==> src/rtl/sis_pkg.sv <==
// ----------------------------------------------------------------------------
// sis_pkg: shared types and constants for the sorted insert stack
// Item layouts, operation and status codes, and store sizing.
// ----------------------------------------------------------------------------
`default_nettype none

package sis_pkg;

  // number of cells in the store
  localparam int unsigned DEPTH = 8;
  // index into the store and fill count widths
  localparam int unsigned IDX_W = (DEPTH > 1) ? $clog2(DEPTH) : 1;
  localparam int unsigned CNT_W = $clog2(DEPTH + 1);

  // operation codes
  typedef enum logic {
    FUNC_PUSH = 1'b0,
    FUNC_POP  = 1'b1
  } sis_func_e;

  // result status codes
  typedef enum logic [1:0] {
    ST_DONE  = 2'd0,
    ST_FULL  = 2'd1,
    ST_EMPTY = 2'd2
  } sis_status_e;

  // input item
  typedef struct packed {
    sis_func_e          func;
    logic signed [31:0] item_value;
  } sis_in_t;

  // result item
  typedef struct packed {
    sis_status_e        status;
    logic signed [31:0] popped_value;
    logic        [3:0]  entry_count;
  } sis_out_t;

  // per-cell control from the top level
  typedef struct packed {
    logic load_en;   // accepted push into a store with room
    logic occupied;  // cell holds an entry
    logic tail;      // cell is the first free slot
  } sis_cell_ctrl_t;

endpackage

`default_nettype wire

==> src/rtl/sorted_insert_stack.sv <==
// ----------------------------------------------------------------------------
// sorted_insert_stack: bounded stack kept in ascending order
// A row of cells inserts a pushed value at its sorted place, all cells at once;
// a pop removes and returns the top, largest entry.
// ----------------------------------------------------------------------------
// the result of an item is registered and is on the output in the cycle after it is taken
// throughput: one item per cycle while results are taken; the row of cells
//   compares and shifts in parallel, and the output register holds one result
// reset: fill count and output valid clear asynchronously; entries are not
//   cleared and are only read once written
`default_nettype none

module sorted_insert_stack
  import sis_pkg::*;
(
  input  wire          clk_i,
  input  wire          rst_ni,
  input  wire          in_valid_i,
  output logic         in_stall_o,
  input  wire sis_in_t in_data_i,
  output logic         out_valid_o,
  input  wire          out_stall_i,
  output sis_out_t     out_data_o
);

  logic [CNT_W-1:0]   count_q;
  logic [CNT_W-1:0]   count_d;
  logic               out_valid_q;
  sis_out_t           out_q;
  sis_out_t           res;
  logic               accept;
  logic               full;
  logic               empty;
  logic               load_en;
  logic signed [31:0] cell_val [DEPTH];
  logic [DEPTH-1:0]   cell_gt;

  // handshake: take an item unless a result is stuck in the output register
  assign in_stall_o = out_valid_q && out_stall_i;
  assign accept     = in_valid_i && !in_stall_o;
  assign full       = (count_q == CNT_W'(DEPTH));
  assign empty      = (count_q == '0);
  assign load_en    = accept && (in_data_i.func == FUNC_PUSH) && !full;

  // row of cells
  for (genvar i = 0; i < DEPTH; i++) begin : g_cell
    sis_cell_ctrl_t     ctrl;
    logic signed [31:0] below_val;
    logic               below_gt;

    assign ctrl = '{load_en:  load_en,
                    occupied: (CNT_W'(i) < count_q),
                    tail:     (CNT_W'(i) == count_q)};

    if (i == 0) begin : g_bottom
      assign below_val = '0;
      assign below_gt  = 1'b0;
    end else begin : g_upper
      assign below_val = cell_val[i-1];
      assign below_gt  = cell_gt[i-1];
    end

    sis_cell u_cell (
      .clk_i        (clk_i),
      .ctrl_i       (ctrl),
      .push_value_i (in_data_i.item_value),
      .below_value_i(below_val),
      .below_gt_i   (below_gt),
      .value_o      (cell_val[i]),
      .gt_o         (cell_gt[i])
    );
  end

  // result and next fill count
  always_comb begin
    count_d          = count_q;
    res.status       = ST_DONE;
    res.popped_value = '0;
    unique case (in_data_i.func)
      FUNC_PUSH: begin
        if (full) begin
          res.status = ST_FULL;
        end else begin
          count_d = count_q + 1'b1;
        end
      end
      FUNC_POP: begin
        if (empty) begin
          res.status = ST_EMPTY;
        end else begin
          count_d          = count_q - 1'b1;
          res.popped_value = cell_val[IDX_W'(count_q - 1'b1)];
        end
      end
      default: begin
        res.status = ST_DONE;
      end
    endcase
    res.entry_count = 4'(count_d);
  end

  // control registers
  always_ff @(posedge clk_i or negedge rst_ni) begin
    if (!rst_ni) begin
      count_q     <= '0;
      out_valid_q <= 1'b0;
    end else begin
      if (accept) begin
        count_q <= count_d;
      end
      out_valid_q <= accept || (out_valid_q && out_stall_i);
    end
  end

  // output register
  always_ff @(posedge clk_i) begin
    if (accept) begin
      out_q <= res;
    end
  end

  assign out_valid_o = out_valid_q;
  assign out_data_o  = out_q;

`ifndef SYNTHESIS
  a_count_bound: assert property (@(posedge clk_i) disable iff (!rst_ni)
    count_q <= CNT_W'(DEPTH))
    else $error("fill count above depth");

  a_out_count: assert property (@(posedge clk_i) disable iff (!rst_ni)
    out_valid_q |-> out_q.entry_count == 4'(count_q))
    else $error("reported count differs from fill count");

  a_empty_pop: assert property (@(posedge clk_i) disable iff (!rst_ni)
    accept && in_data_i.func == FUNC_POP && empty |=> out_q.status == ST_EMPTY)
    else $error("pop of empty store not flagged");

  a_push_grows: assert property (@(posedge clk_i) disable iff (!rst_ni)
    load_en |=> count_q == $past(count_q) + 1'b1)
    else $error("push did not grow the store");
`endif

endmodule

`default_nettype wire

==> src/rtl/sis_cell.sv <==
// ----------------------------------------------------------------------------
// sis_cell: one slot of the sorted insert stack
// Compares the pushed value with its entry, tells the cell above, and on a
// push either takes the entry from below, takes the new value, or holds.
// ----------------------------------------------------------------------------
`default_nettype none

module sis_cell
  import sis_pkg::*;
(
  input  wire                     clk_i,
  input  wire sis_cell_ctrl_t     ctrl_i,
  input  wire logic signed [31:0] push_value_i,
  input  wire logic signed [31:0] below_value_i,
  input  wire logic               below_gt_i,
  output logic signed [31:0]      value_o,
  output logic                    gt_o
);

  logic signed [31:0] value_q;
  logic signed [31:0] value_d;

  // entry is occupied and strictly greater than the pushed value
  assign gt_o = ctrl_i.occupied && (push_value_i < value_q);

  // shift up from below, insert here, or hold
  always_comb begin
    value_d = value_q;
    if (ctrl_i.load_en) begin
      priority if (below_gt_i) begin
        value_d = below_value_i;
      end else if (gt_o || ctrl_i.tail) begin
        value_d = push_value_i;
      end
    end
  end

  // entry storage, undefined until written
  always_ff @(posedge clk_i) begin
    value_q <= value_d;
  end

  assign value_o = value_q;

endmodule

`default_nettype wire
==> config.mk <==
export PLATFORM = sky130hd
export DESIGN_NAME = sorted_insert_stack
export DESIGN_NICKNAME = d
export VERILOG_FILES = /design/src/rtl/sis_pkg.sv /design/src/rtl/sorted_insert_stack.sv /design/src/rtl/sis_cell.sv
export SDC_FILE = /design/constraint.sdc
export NUM_CORES = 1
export LEC_CHECK = 0
export ABC_AREA = 1
export ABC_CLOCK_PERIOD_IN_PS = 3450
export BUFFER_PORTS_ARGS = -buffer_cell sky130_fd_sc_hd__buf_2
export CAP_MARGIN = 20
export CORE_ASPECT_RATIO = 0.7
export CORE_MARGIN = 3
export CORE_UTILIZATION = 50
export CTS_CLUSTER_DIAMETER = 50
export DETAILED_ROUTE_END_ITERATION = 6
export PLACE_DENSITY_LB_ADDON = 0.12
export SYNTH_ARGS = -nofsm -noshare
export SYNTH_HDL_FRONTEND = slang
export SYNTH_SLANG_ARGS = --single-unit
==> constraint.sdc <==
create_clock -name clk_i -period 3.45 [get_ports clk_i]
set_input_delay 0.69 -clock clk_i [delete_from_list [all_inputs] [get_ports clk_i]]
set_output_delay 0.69 -clock clk_i [all_outputs]
set_load 0.03 [all_outputs]
==> out/results.txt <==
ANT nets after route = 0
Final HPWL from detailed placement = 44400 um
H-tree levels = 2
Pins over their slew limit = 0
Via count = 17400
Peak supply drop = 0.000679 V
CP peak stage delay = 0.36 ns
Final Hold Fails = 0
Die height = 177 um
Final wirelength = 63100 um
Area leader, netlist = edfxtp_1
Max Clock Freq = 0.351 GHz
Vias in the first global route = 16500
Total power = 17.9 mW
Aggregate global routing overflow = 0
Ant. Diodes = 0
Fin crit period = 2.85 ns
Status = finished, final reports clean
Layout Cells excl Fill = 3018
Unique masters post-synth = 38
Routability cong. = 0.947
I/O pin cnt = 77
Clk_skew = 0.0174 ns
RSZ-0062 raised after global routing = no
Clk slew on worst S/H paths = 0.06 ns
Final Worst Setup Slack = 0.604 ns
Share of layout cells above drive strength 1 = 13.6%
Clk Latency, worst-skew pair = 0.54 ns
Area Overhead vs Synth = 11.2%
R2r worst-path depth = 14
Core area = 0.0405 mm^2
Share of the synthesized area in the top cell type = 42.3%
CTS hold repair buffers = 1
Largest net degree at the start of global routing = 126
Ys flop type = edfxtp_1
Tot GR Track Use = 28.4%
CP bufs+invs = 5
Dpl cells = 2954
Setup crit end kind = register
CTS max path bufs = 3
Vias/cell = 5.76
Pwr Density = 772 mW/mm^2
1st-pass router iterations = 5
Synthesized area = 0.0209 mm^2
# setup viols final = 0
Max-Cap Viols = 0
Setup bufs post-CTS = 0
Worst-path cell chain = inv_1 -> ha_1 -> nand4_1 -> inv_1 -> nand4_1 -> buf_4 -> nor2_1 -> nand2_1 -> nand3_1 -> nand3_2 -> nand3_1 -> nand2_1 -> clkinv_1 -> buf_4
Width of the chip = 250 um
Setup slack, reg-to-reg = 0.60 ns
Worst R2R Start = g_cell[3].u_cell.value_o[29]
Top cells by area, synth = edfxtp_1 (42%), ha_1 (15%), nand2_1 (8.3%), a21oi_1 (7.2%), inv_1 (6.0%)
Worst hold-check path type = input port to register
Number of synthesized flops with an enable pin = 294
First-pass GRT wire length = 96700 um
Sequential share of the synthesized area = 42.9%
Hold path cells = 3
Synth Register Bits = 299
Buffers added on ports = 76
Syn nets = 2663
CTS Buf Count = 37
WP depth = 14
Die ar. = 0.0443 mm^2
DRC = 0
CTS root buf = clkbuf_16
Worst Hold Launch = out_stall_i
Reg2reg end = g_cell[3].u_cell.value_o[18]
Least-Margin Pin Slew = 1.05 ns
Most numerous cell in the Yosys netlist = nand2_1
Max transition margin = 29.7%
Setup tns final = 0 ns
WS Path Type = register to register
WP data arrival = 3.07 ns
Worst slack, placed = 0.115 ns
Number of synthesis warnings = 0
DR iter-0 viols = 1885
CP max FO = 8
Clock Sinks = 299
Hold EP = out_valid_o
Share of async-settable or async-resettable flops after synthesis = 1.67%
Nets = 2749
Post-Syn Instances = 2373
Avg Inst Size Synth = 8.79 um^2
Crit path max-delay cell type = edfxtp_1
Initial antenna violation count = 0
Wire per inst = 20.9 um
Required @ worst endpoint = 3.67 ns
Crit path max-delay family = simple AND/OR/NAND/NOR gates
Worst Setup Start Kind = register
Hold WS = 0.370 ns
Post-cts sizing count = 0
Final period util = 82.5%
FP Rows = 61
P_leak = 10.6 nW
CTS tree = done
Commonest cells post-synth = nand2_1 (459), inv_1 (332), a21oi_1 (299), edfxtp_1 (294), ha_1 (253)
Starting density of the core = 51.6%
[kinds of logic after synthesis]
| group | Yosys count | share of synthesized area [%] |
|---|---|---|
| buffers and inverters | 436 | 9.19 |
| XOR/XNOR | 4 | 0.168 |
| adder cells (fa/ha/maj) | 253 | 15.2 |
| AO/OA/AOI/OAI | 732 | 19.7 |
| flip-flops | 299 | 42.9 |
| AND/OR/NAND/NOR | 649 | 12.8 |
[power breakdown]
group | internal, mW | total [mW] | switching [mW]
Combinational | 2.62 | 8.76 | 6.14
Sequential | 5.03 | 5.26 | 0.230
Clock | 2.29 | 3.89 | 1.59
[metrics by stage]
step                      util (%)  cell area [um^2]
after floorplan                  -             20900
after global placement        54.5             22000
after detailed placement      54.5             22000
after CTS                     57.4             23200
after global routing          57.4             23200
final                         57.4             23200
[area by class of cell]
class                      instances  area [um^2]
timing repair buffer             148         1120
clock inverter                    14          176
sequential                       299         8960
fill                            3643        17200
clock buffer                      49          981
multi-input combinational       1638        10000
tap                              535          669
inverter                         335         1260
[registers in the layout (all words and copies together), names as in the netlist]
name / cells
g_cell.u_cell.value_o: 256
out_data_o: 38
count_q: 4
out_valid_o: 1
[tightest hold or removal path, delay by kind of cell]
kind	cells	cell delay, ns
AND/OR/NAND/NOR	2	0.10
buffers and inverters	1	0.07
[worst max-delay path by stage]
stage | from | to | slack [ns]
finish | g_cell[3].u_cell.value_o[29] | g_cell[3].u_cell.value_o[18] | 0.60
global route | in_data_i[29] | g_cell[2].u_cell.value_o[6] | 0.40
CTS | in_data_i[29] | g_cell[1].u_cell.value_o[19] | 0.67
detailed placement | in_data_i[29] | g_cell[1].u_cell.value_o[17] | 0.11
global placement | in_data_i[29] | g_cell[1].u_cell.value_o[17] | 0.14
floorplan | out_stall_i | out_data_o[0] | 0.23
[per-layer routing]
layer / track usage [%] / vias to the layer above / part of all wire [%]
met3: 5.24 / 129 / 11
met5: 0 / - / 0
met4: 8.41 / 0 / 3.0
met2: 41.2 / 813 / 41
li1: - / 8332 / -
met1: 43.2 / 8099 / 45
[placed cells by master (no fill, tap or decap), types with 15 or more instances in the layout]
cell and count:
inv_1 323, o21ai_1 109, o21ai_2 93, buf_12 16, ha_1 252, nor3_1 17
nand4_1 15, o21a_1 30, buf_2 76, nand2_1 459, edfxtp_1 294, o21ai_0 187
clkbuf_16 37, nor2_1 75, buf_4 55, nand3_1 40, a21oi_1 299, nand2_2 31
(Power assumes the default switching activity.)
